===== config.mk =====
export PLATFORM = sky130hd
export DESIGN_NAME = dtq_cell
export DESIGN_NICKNAME = d
export VERILOG_FILES = /design/src/design/dtq_pkg.sv /design/src/design/dtq_cell.sv
export SDC_FILE = /design/constraint.sdc
export NUM_CORES = 1
export LEC_CHECK = 0
export BUFFER_PORTS_ARGS = -buffer_cell sky130_fd_sc_hd__buf_4
export CAP_MARGIN = 30
export CELL_PAD_IN_SITES_DETAIL_PLACEMENT = 2
export CELL_PAD_IN_SITES_GLOBAL_PLACEMENT = 2
export CORE_MARGIN = 5
export CORE_UTILIZATION = 26
export DETAILED_ROUTE_END_ITERATION = 7
export PLACE_DENSITY_LB_ADDON = 0.1
export REMOVE_ABC_BUFFERS = 1
export SYNTH_ARGS = -nofsm -noshare
export SYNTH_HDL_FRONTEND = slang
export SYNTH_SLANG_ARGS = --single-unit

===== constraint.sdc =====
create_clock -name i_clk -period 6 [get_ports i_clk]
set_clock_uncertainty 0.15 [all_clocks]
set_input_delay 1.2 -clock i_clk [delete_from_list [all_inputs] [get_ports i_clk]]
set_output_delay 1.2 -clock i_clk [all_outputs]
set_load 0.02 [all_outputs]

===== src/design/dtq_pkg.sv =====
`timescale 1ns / 1ps
// Shared constants, types and the deadline compare for the delayed message timer queue.
package dtq_pkg;

    // Queue size and time base.
    localparam int unsigned DEPTH            = 16;
    localparam int unsigned TICKS_PER_SECOND = 1000000;
    localparam int unsigned MAX_RESULTS      = 16;

    // Fixed field widths.
    localparam int unsigned SEC_W  = 32;
    localparam int unsigned SUB_W  = 20;
    localparam int unsigned HDL_W  = 16;
    localparam int unsigned CNT_W  = $clog2(DEPTH + 1);
    localparam int unsigned REL_W  = $clog2(MAX_RESULTS);
    localparam int unsigned REM_W  = SUB_W + 1;

    // Reciprocal of the tick rate, scaled by 2^32, for the quotient estimate.
    localparam logic [31:0] RECIP = 32'((64'd1 << 32) / TICKS_PER_SECOND);
    localparam logic [31:0] TPS   = 32'(TICKS_PER_SECOND);

    // Result kinds.
    localparam logic [1:0] KIND_ACCEPTED = 2'd0;
    localparam logic [1:0] KIND_DROPPED  = 2'd1;
    localparam logic [1:0] KIND_RELEASED = 2'd2;
    localparam logic [1:0] KIND_NONE_DUE = 2'd3;

    // Request opcodes.
    localparam logic OP_SCHEDULE = 1'b0;
    localparam logic OP_TICK     = 1'b1;

    // One queued delivery.
    typedef struct packed {
        logic [SEC_W-1:0] due_sec;
        logic [SUB_W-1:0] due_sub;
        logic [HDL_W-1:0] target;
        logic [HDL_W-1:0] message;
    } t_entry;

    // Control broadcast from the sequencer to every cell.
    typedef struct packed {
        logic   insert;
        logic   pop;
        t_entry entry;
    } t_cell_ctl;

    // True when deadline a is strictly later than deadline b.
    function automatic logic later_than(input logic [SEC_W-1:0] a_sec,
                                        input logic [SUB_W-1:0] a_sub,
                                        input logic [SEC_W-1:0] b_sec,
                                        input logic [SUB_W-1:0] b_sub);
        logic res;
        if (a_sec != b_sec) begin
            res = (a_sec > b_sec);
        end else begin
            res = (a_sub > b_sub);
        end
        return res;
    endfunction

endpackage


===== src/design/dtq_cell.sv =====
`timescale 1ns / 1ps
// One slot of the sorted queue: holds an entry and shifts it toward either neighbor.
module dtq_cell (
    input  logic               i_clk,
    input  dtq_pkg::t_cell_ctl i_ctl,
    input  logic               i_valid,
    input  dtq_pkg::t_entry    i_left,
    input  logic               i_left_gt,
    input  dtq_pkg::t_entry    i_right,
    output dtq_pkg::t_entry    o_entry,
    output logic               o_gt
);

    dtq_pkg::t_entry r_entry;
    dtq_pkg::t_entry n_entry;

    // An empty slot, or one due strictly after the new entry, makes room for it.
    always_comb begin
        o_gt = !i_valid || dtq_pkg::later_than(r_entry.due_sec, r_entry.due_sub,
                                               i_ctl.entry.due_sec,
                                               i_ctl.entry.due_sub);
    end

    // On insert, slots past the insertion point take their left neighbor; on pop,
    // every slot takes its right neighbor.
    always_comb begin
        n_entry = r_entry;
        if (i_ctl.insert && o_gt) begin
            n_entry = i_left_gt ? i_left : i_ctl.entry;
        end else if (i_ctl.pop) begin
            n_entry = i_right;
        end
    end

    always_ff @(posedge i_clk) begin
        r_entry <= n_entry;
    end

    assign o_entry = r_entry;

endmodule

==> results by group, run 1 <==
Routing
  • TritonRoute pass-1 iters: 4
  • Total wire length: approximately 24000 um
  • Drt wl/cell: between 20 and 25 um
  • Via density per instance: 4.690
  • Iteration-0 DRC Markers: roughly 180
  • Residual DRC count: 0
  • Final ANT Viol Nets: 0
  • Via count: roughly 5400

Power and ir drop
  • VDD IR-drop max: about 0.12 mV
  • P per Cell Area: around 250 mW/mm2
  • Pleak: approximately 0.0044 uW

STA
  • Unrepaired setup endpoints after global routing: no
  • Setup violators final: 0
  • Period utilisation layout: 77.46%
  • Final Hold Fails: 0
  • Slew HR: 58.85%
  • Max Clk Rate: about 220 MHz
  • Minimum clock period: roughly 4.6 ns
  • Slew Limit Fails: 0
  • Worst-margin pin slew: between 0.6 and 0.7 ns
  • Setup TNS Final: 0 ns

Critical path
  • Worst-path maximum fanout: 3
  • Most common cell on crit path: buf_4
  • R2R cell count: 9
  • Nature of the critical path startpoint: input port
  • Slowest library cell on the worst path: a32oi_1
  • Crit path capture type: primary output
  • Worst EP arrival: 3.30 ns
  • RR Endpoint: o_entry[79]$_DFFE_PP_
  • Critical path class: input port to primary output
  • Max stage delay on crit path: approximately 0.5 ns
  • CP Data Required Time: 4.65 ns
  • CP Cell Sequence: buf_4, inv_1, ha_1, nand4_1, nor4_1, nand3_1, a32oi_1, nand2_1, buf_4
  • Worst r2r src: o_entry[71]$_DFFE_PP_
  • R2R Setup Slk: approximately 2.5 ns

Place
  • DPL Wire Length: 19200 um
  • Placed Cells: 1125
  • Gpl congestion: about 0.77
  • Port Buffer Count: 341

CTS
  • CTS sink cnt: 84
  • CTS max path bufs: 2
  • Worst-path clk slew: 0.07 ns
  • Worst skew pair latency: 0.35 ns
  • Post-CTS setup buffers: 0
  • Post-CTS resize count: 0
  • CTS tree: built
  • H-Tree Depth: 3
  • Root Buffer: clkbuf_16
  • CTS buffer count: 9
  • Cts hold-fix bufs: 0

Logic synthesis
  • Flops & latches, synth: 84
  • Post-synth EDFFs: 84
  • Yosys top cell area share: 42.34%
  • Main flop type after synthesis: edfxtp_1
  • Async SR Flop Fraction: 0%
  • Cells after synthesis: 519
  • YS warnings: 0
  • Netlist cell types: 33
  • Register area share after synthesis: a little over two fifths
  • Main area contributors after synthesis: edfxtp_1 42%, mux2_2 13%, mux2_4 12%
  • Avg Cell Area, Syn: around 11 um2
  • Area leader, netlist: edfxtp_1
  • Synthesized cell area: a little under 0.006 mm2

Final layout
  • Commonest cells after routing, fill and taps aside: 343 x buf_4, 84 x edfxtp_1, 69 x mux2_2
  • Final net count: 1160
  • Final cell count without fillers: 1141
  • Share of cells above drive strength 1: a little under three fifths
  • Max reg flops: 84
  • Multi-input gate area: slightly above 0.003 mm2
  • Fill cells: around 2400
  • Most common cell after layout, fill and taps aside: buf_4
  • ANT cells: 0
  • Sequential cell area: 0.002522 mm2
  • Synthesis-to-finish area growth: 53.52%

Worst hold path
  • Worst Hold Depth: 2
  • Hold worst-path end: o_entry[74]$_DFFE_PP_
  • Min-delay src: i_right[74]
  • Hold Crit Class: input port to flop

Floorplan
  • IO Count: between 300 and 400
  • Core footprint: roughly 0.023 mm2
  • Die Height: about 160 um
  • Die Width: around 160 um
  • Starting Density: 26.39%
  • Die area: 0.02604 mm2
  • FP Rows: 55

Global route
  • Largest net degree at the start of global routing: 85
  • Grt ovf: 0
  • Vias in the first global route: approximately 6300
  • GRT Overall Usage: approximately 18%
  • Initial antenna violation count: 0
  • First-pass GRT wire length: 36100 um

Flow run
  • Max-cap viol count: 0

Run status
  • Outcome: completed
-- worst max path at each step --
stage	startpoint	to	slack [ns]	depth (start not counted)
6_report	i_ctl[71]	o_gt	1.35	9
5_1_grt	i_ctl[63]	o_gt	1.19	10
4_1_cts	i_ctl[71]	o_gt	1.37	9
3_5_place_dp	i_ctl[63]	o_gt	1.37	10
3_3_place_gp	i_ctl[63]	o_gt	1.41	10
2_1_floorplan	i_ctl[53]	o_entry[0]$_DFFE_PP_	-3.82	9
-- through the flow --
step | hold slack [ns] | total power (uW) | utilization (%) | setup slack [ns] | instance area, um2
after floorplan | 1.268 | 1306 | - | -3.823 | 5818
after global placement | 1.352 | 1648 | 39.00 | 1.409 | 8803
after detailed placement | 1.356 | 1679 | 39.00 | 1.368 | 8803
after CTS | 0.9798 | 2363 | 40.52 | 1.375 | 9145
after global routing | 0.9873 | 2448 | 40.52 | 1.189 | 9145
final | 0.9952 | 2319 | 40.52 | 1.352 | 9145
-- cells in the mapped netlist, drive strengths merged, types with 3 or more instances --
cell type	count
nand2	62
clkbuf	15
buf	9
a21oi	19
o21ai	58
mux2	118
ha	52
nor2b	3
inv	54
nand3	9
edfxtp	84
nor2	4
nand4	11
-- report_power, final --
group	internal, uW	switching (uW)	total (uW)
registers	768	45.4	813
logic	425	415	840
clock network	408	258	666
total	1600	718	2320
-- worst max-delay path: cells and delay by family --
kind	cells	cell delay [ns]
simple gates	4	0.96
compound gates	1	0.50
fa+ha+maj	1	0.33
buf+inv	3	0.31
-- cell type report --
cell class	instances	share of cell area, %
well taps	285	3.899
multi-input cells	357	33.97
clock inverters	6	1.231
inverters	54	2.216
clock buffers	10	2.504
flip-flops and latches	84	27.58
repair buffers	345	28.59
-- cell families (layout without fill, tap and decap cells) --
kind of cell    after synthesis  after routing  synth area share, %
flops                        84             84                42.34
mux                         119            119                25.56
compound gates               90             90                8.297
buf+inv                      78            415                5.734
fa+ha+maj                    52             52                10.92
simple gates                 96             96                7.141
-- routing by layer --
metal	track usage (%)	up-vias	routed length, um	share of wire (%)
met5	0	-	0	0
met4	4.886	0	342	1.4
met3	7.859	16	2627	11
met2	32.63	218	12310	51
met1	18.94	2564	8791	37
li1	-	2553	-	-
Note: power is estimated with default switching activity, not from simulation.
==> run 2, diff against run 1 <==
CORE_UTILIZATION = 23   (was 26)
clock period = 4.06 ns   (was 6 ns; I/O delays follow)
==> run 2 against run 1 <==
Net effect: die area is 12% higher; clock power is 31% higher; total power is 44% higher; utilization is 4.3 points lower; non-clock buffer count is 10 higher; register-to-register slack worse by 1.7 ns.
==> results by group, run 2 (same netlist as run 1, synthesis figures left out) <==
Critical path
  • Crit path capture type: primary output (unchanged)
  • Cell depth of the worst setup path: 10 (was 9)
  • CP Data Required Time: 3.10 ns (was 4.65 ns)
  • Max stage delay on crit path: 0.38 ns (was 0.50 ns)
  • CP Cell Sequence: buf_4, inv_1, ha_1, a21oi_1, o21ai_1, a221o_1, a211o_1, a32oi_1, nand2_1, buf_4 (was buf_4, inv_1, ha_1, nand4_1, nor4_1, nand3_1, a32oi_1, nand2_1, buf_4)
  • Most common cell on crit path: buf_4 (unchanged)
  • Worst-path maximum fanout: 3 (unchanged)
  • Worst EP arrival: 2.82 ns (was 3.30 ns)
  • CP delay by family, top: compound AO/OA/AOI/OAI gates (was simple AND/OR/NAND/NOR gates)
  • Nature of the critical path startpoint: input port (unchanged)
  • Critical path class: input port to primary output (unchanged)
  • CP bufs+invs: 3 (unchanged)
  • R2R cell count: 11 (was 9)
  • Slowest library cell on the worst path: a221o_1 (was a32oi_1)

Routing
  • Drt wl/cell: 19.66 um (was 21.09 um)
  • Via density per instance: 4.460 (was 4.690)
  • TritonRoute pass-1 iters: 5 (was 4)
  • Final ANT Viol Nets: 0 (unchanged)
  • Via count: 5357 (was 5351)
  • Total wire length: 23610 um (was 24070 um)
  • Residual DRC count: 0 (unchanged)
  • Iteration-0 DRC Markers: 192 (was 176)

Floorplan
  • Core footprint: 0.02576 mm2 (was 0.02257 mm2)
  • Starting Density: 23.12% (was 26.39%)
  • Die Width: 170.9 um (was 161.4 um)
  • Die area: 0.02922 mm2 (was 0.02604 mm2)
  • IO Count: 342 (unchanged)
  • Die Height: 170.9 um (was 161.4 um)
  • FP Rows: 59 (was 55)

CTS
  • Post-CTS setup buffers: 0 (unchanged)
  • Root Buffer: clkbuf_16 (unchanged)
  • CTS sink cnt: 84 (unchanged)
  • CTS buffer count: 9 (unchanged)
  • Worst-path clk slew: 0.08 ns (was 0.07 ns)
  • CTS tree: built (unchanged)
  • Worst skew pair latency: 0.34 ns (was 0.35 ns)
  • Cts hold-fix bufs: 0 (unchanged)
  • CTS max path bufs: 2 (unchanged)
  • H-Tree Depth: 3 (unchanged)
  • Post-CTS resize count: 0 (unchanged)

Final layout
  • Fill cells: 2823 (was 2447)
  • Final cell count without fillers: 1201 (was 1141)
  • ANT cells: 0 (unchanged)
  • Post-layout util: 36.21% (was 40.52%)
  • Share of cells above drive strength 1: 56.70% (was 56.19%)
  • Synthesis-to-finish area growth: 56.61% (was 53.52%)
  • Max reg flops: 84 (unchanged)
  • Most common cell after layout, fill and taps aside: buf_4 (unchanged)
  • Post-route cell area: 0.009329 mm2 (was 0.009145 mm2)
  • Final net count: 1170 (was 1160)
  • Commonest cells after routing, fill and taps aside: 346 x buf_4, 84 x edfxtp_1, 69 x mux2_2 (was 343 x buf_4, 84 x edfxtp_1, 69 x mux2_2)

Place
  • Gpl congestion: 0.8097 (was 0.7741)
  • Placed Cells: 1185 (was 1125)
  • Port Buffer Count: 341 (unchanged)
  • DPL Wire Length: 19280 um (was 19200 um)
  • Post-DP Area: 0.009029 mm2 (was 0.008803 mm2)

Worst hold path
  • Worst Hold Depth: 2 (unchanged)
  • Hold Crit Class: input port to flop (unchanged)

Power and ir drop
  • Final Power: 3347 uW (was 2319 uW)
  • Pleak: 0.004405 uW (was 0.004350 uW)
  • VDD IR-drop max: 0.1625 mV (was 0.1243 mV)
  • P per Cell Area: 358.8 mW/mm2 (was 253.6 mW/mm2)

STA
  • Worst-margin pin slew: 0.6327 ns (was 0.6172 ns)
  • Final Hold Fails: 0 (unchanged)
  • Slew HR: 57.82% (was 58.85%)
  • Unrepaired setup endpoints after global routing: no (unchanged)
  • Minimum clock period: around 3.8 ns
  • Setup TNS Final: 0 ns (unchanged)
  • Slew Limit Fails: 0 (unchanged)
  • Period utilisation layout: approximately 93%
  • Max Clk Rate: around 260 MHz
  • Setup violators final: 0 (unchanged)

Global route
  • Largest net degree at the start of global routing: 59 (was 85)
  • First-pass GRT wire length: 34230 um (was 36100 um)
  • Vias in the first global route: 6176 (was 6322)
  • GRT Overall Usage: 15.27% (was 17.97%)
  • Initial antenna violation count: 0 (unchanged)
  • Grt ovf: 0 (unchanged)

Run status
  • Outcome: completed (unchanged)

Flow run
  • Max-cap viol count: 0 (unchanged)
## run 2: changes by cell type in the layout (fill, tap and decap cells not counted)
cell        change
clkbuf_1        -1
clkinv_1        +1
clkinv_4        -1
buf_12          +7
bufinv_16       -2
buf_4           +3
inv_6           +2
clkinvlp_4      +2
clkinv_2        -1
## run 2: worst paths after layout
kind	slack [ns]	startpoint	endpoint
setup reg to reg	0.82	o_entry[78]$_DFFE_PP_	o_entry[18]$_DFFE_PP_
hold reg to reg	1.37	o_entry[83]$_DFFE_PP_	o_entry[49]$_DFFE_PP_
hold / removal	0.61	i_right[49]	o_entry[49]$_DFFE_PP_
setup / recovery	0.28	i_ctl[63]	o_gt
## run 2: power breakdown
| group | internal [uW] | total [uW] | switching (uW) |
|---|---|---|---|
| logic | 662 | 1280 | 614 |
| clock network | 482 | 870 | 388 |
| registers | 1130 | 1200 | 67.7 |
## run 2: area by class of cell
cell class / instances / area [um2] / area share, %
clock buffers: 9 / 225.2 / 2.414
clock inverters: 7 / 75.07 / 0.8047
inverters: 54 / 202.7 / 2.173
multi-input cells: 357 / 3107 / 33.30
flip-flops and latches: 84 / 2522 / 27.04
well taps: 335 / 419.2 / 4.493
repair buffers: 355 / 2778 / 29.77
## run 2: metrics by stage
stage,hold slack (ns),setup slack (ns)
detailed placement,0.9661,0.2448
floorplan,0.8801,-5.375
CTS,0.5921,0.2498
finish,0.6110,0.2828
global placement,0.9629,0.2983
global route,0.5849,0.1225
## run 2: per-layer routing
| metal | track usage [%] | share of wire [%] | up-vias |
|---|---|---|---|
| met5 | 0 | 0 | - |
| met3 | 7.070 | 11 | 6 |
| met4 | 2.549 | 0.56 | 0 |
| li1 | - | - | 2577 |
| met2 | 26.94 | 49 | 223 |
| met1 | 17.22 | 39 | 2551 |
==> run 3, diff against run 2 <==
CORE_UTILIZATION = 26   (was 23)
clock period = 3.8 ns   (was 4.06 ns; I/O delays follow)
==> run 3 against run 2 <==
Net effect: wire length grew 0.44%; final area shrank 1.3%; sequential share of layout area up 0.37 points; final cell count decreased by 4.2%; setup slack worse by 0.092 ns; non-clock buffer count unchanged; critical path depth did not move; die area is 11% lower; largest power group unchanged.
==> results by group, run 3 (same netlist as run 1, synthesis figures left out) <==
Routing
  • Via density per instance: 4.668 (was 4.460)
  • Iteration-0 DRC Markers: 141 (was 192)
  • Total wire length: 23720 um (was 23610 um)
  • Residual DRC count: 0 (unchanged)
  • TritonRoute pass-1 iters: 4 (was 5)
  • Via count: 5373 (was 5357)
  • Drt wl/cell: 20.60 um (was 19.66 um)
  • Final ANT Viol Nets: 0 (unchanged)

Place
  • Port Buffer Count: 341 (unchanged)
  • Placed Cells: 1135 (was 1185)
  • Gpl congestion: 0.7980 (was 0.8097)
  • Placement Setup Slack: -0.06855 ns (was 0.2448 ns)
  • DPL Wire Length: 19620 um (was 19280 um)

STA
  • Minimum clock period: between 3 and 4 ns
  • Period utilisation layout: ~95%
  • Final Hold Fails: 0 (unchanged)
  • Setup TNS Final: 0 ns (unchanged)
  • Unrepaired setup endpoints after global routing: no (unchanged)
  • Slew Limit Fails: 0 (unchanged)
  • Max Clk Rate: around 280 MHz
  • Setup slack after layout: 0.1904 ns (was 0.2828 ns)
  • Setup violators final: 0 (unchanged)
  • Slew HR: 42.44% (was 57.82%)
  • Worst-margin pin slew: 0.8633 ns (was 0.6327 ns)

Global route
  • Initial antenna violation count: 0 (unchanged)
  • GRT Overall Usage: 17.84% (was 15.27%)
  • Vias in the first global route: 6292 (was 6176)
  • First-pass GRT wire length: 36090 um (was 34230 um)
  • Grt ovf: 0 (unchanged)
  • Largest net degree at the start of global routing: 72 (was 59)

Power and ir drop
  • P per Cell Area: 383.4 mW/mm2 (was 358.8 mW/mm2)
  • VDD IR-drop max: 0.2081 mV (was 0.1625 mV)
  • Final Power: 3529 uW (was 3347 uW)
  • Pleak: 0.004378 uW (was 0.004405 uW)

Critical path
  • CP endpoint: o_gt (unchanged)
  • RR Endpoint: o_entry[60]$_DFFE_PP_ (was o_entry[18]$_DFFE_PP_)
  • Crit path capture type: primary output (unchanged)
  • Cell depth of the worst setup path: 10 (unchanged)
  • Nature of the critical path startpoint: input port (unchanged)
  • Slowest library cell on the worst path: a221o_1 (unchanged)
  • CP Cell Sequence: buf_4, inv_1, ha_1, a21oi_1, o21ai_1, a221o_1, a211o_1, a32oi_2, nand2_1, buf_4 (was buf_4, inv_1, ha_1, a21oi_1, o21ai_1, a221o_1, a211o_1, a32oi_1, nand2_1, buf_4)
  • CP bufs+invs: 3 (unchanged)
  • Worst EP arrival: 2.70 ns (was 2.82 ns)
  • Critical path class: input port to primary output (unchanged)
  • R2R cell count: 10 (was 11)
  • CP delay by family, top: compound AO/OA/AOI/OAI gates (unchanged)
  • Worst r2r src: o_entry[78]$_DFFE_PP_ (unchanged)
  • CP Data Required Time: 2.89 ns (was 3.10 ns)
  • Most common cell on crit path: buf_4 (unchanged)
  • Max stage delay on crit path: 0.37 ns (was 0.38 ns)
  • Crit path launch: i_ctl[63] (unchanged)
  • R2R Setup Slk: 0.54 ns (was 0.82 ns)
  • Worst-path maximum fanout: 3 (unchanged)

Floorplan
  • IO Count: 342 (unchanged)
  • Starting Density: 26.39% (was 23.12%)
  • Die area: 0.02604 mm2 (was 0.02922 mm2)
  • Die Height: 161.4 um (was 170.9 um)
  • Core footprint: 0.02257 mm2 (was 0.02576 mm2)
  • Die Width: 161.4 um (was 170.9 um)
  • FP Rows: 55 (was 59)

Final layout
  • Post-layout util: 40.78% (was 36.21%)
  • Max reg flops: 84 (unchanged)
  • ANT cells: 0 (unchanged)
  • Final cell count without fillers: 1151 (was 1201)
  • Final net count: 1170 (unchanged)
  • Fill cells: 2422 (was 2823)
  • Most common cell after layout, fill and taps aside: buf_4 (unchanged)
  • Synthesis-to-finish area growth: 54.51% (was 56.61%)
  • Share of cells above drive strength 1: 56.93% (was 56.70%)
  • Commonest cells after routing, fill and taps aside: 352 x buf_4, 84 x edfxtp_1, 69 x mux2_2 (was 346 x buf_4, 84 x edfxtp_1, 69 x mux2_2)

CTS
  • CTS tree: built (unchanged)
  • Worst-path clk slew: 0.07 ns (was 0.08 ns)
  • Worst skew pair latency: 0.34 ns (about the same)
  • CTS buffer count: 9 (unchanged)
  • CTS sink cnt: 84 (unchanged)
  • CTS max path bufs: 2 (unchanged)
  • Root Buffer: clkbuf_16 (unchanged)
  • Cts hold-fix bufs: 0 (unchanged)
  • H-Tree Depth: 3 (unchanged)

Worst hold path
  • Hold Crit Class: input port to flop (unchanged)

Flow run
  • Max-cap viol count: 0 (unchanged)

Run status
  • Outcome: completed (unchanged)
## run 3: cell type report
class / count / area (um2) / area share, %
Multi-Input combinational cell: 357 / 3127 / 33.97
Timing Repair Buffer: 355 / 2703 / 29.36
Sequential cell: 84 / 2522 / 27.41
Tap cell: 285 / 356.6 / 3.874
Clock buffer: 10 / 229.0 / 2.488
Inverter: 54 / 202.7 / 2.202
Clock inverter: 6 / 63.81 / 0.6933
## run 3: timing repair
action | in CTS | in global routing
endpoints found under the hold margin | 0 | 0
endpoints found under the setup margin | 0 | 1
setup buffers | 0 | 0
gates resized for setup | 0 | 3
## run 3: worst reg2reg max path, stage by stage, from the launching register on
cell and delay (ns):
edfxtp_1 0.41, ha_1 0.34, nand4_1 0.18, nor4_2 0.46
nand3_1 0.20, nand2_1 0.11, nand3_1 0.13, a21boi_4 0.23
buf_12 0.16, or2_4 0.13, buf_12 0.34
## run 3: worst min-delay path by stage
stage | from | to | slack (ns) | cells after the start
after floorplan | i_right[34] | o_entry[34]$_DFFE_PP_ | 0.83 | 1
after global placement | i_right[40] | o_entry[40]$_DFFE_PP_ | 0.91 | 2
after detailed placement | i_right[54] | o_entry[54]$_DFFE_PP_ | 0.92 | 2
after CTS | i_right[41] | o_entry[41]$_DFFE_PP_ | 0.54 | 2
after global routing | i_right[74] | o_entry[74]$_DFFE_PP_ | 0.54 | 2
final | i_right[41] | o_entry[41]$_DFFE_PP_ | 0.56 | 2
## run 3: metal layers
| metal | GRT usage (%) | vias up | share of wire, % |
|---|---|---|---|
| li1 | - | 2578 | - |
| met1 | 18.31 | 2576 | 36 |
| met2 | 33.03 | 209 | 52 |
| met3 | 8.650 | 10 | 11 |
| met4 | 3.490 | 0 | 0.75 |
| met5 | 0 | - | 0 |
## run 3: stage by stage
| stage | hold WS, ns | area [um2] |
|---|---|---|
| 2_1_floorplan | 0.8281 | 5818 |
| 3_3_place_gp | 0.9125 | 8891 |
| 3_5_place_dp | 0.9155 | 8891 |
| 4_1_cts | 0.5416 | 9184 |
| 5_1_grt | 0.5448 | 9204 |
| 6_report | 0.5631 | 9204 |
## run 3: power breakdown
part / total (uW) / internal (uW) / switching (uW)
clock network: 902 / 511 / 391
logic: 1350 / 690 / 656
registers: 1280 / 1210 / 69.6
total: 3530 / 2410 / 1120
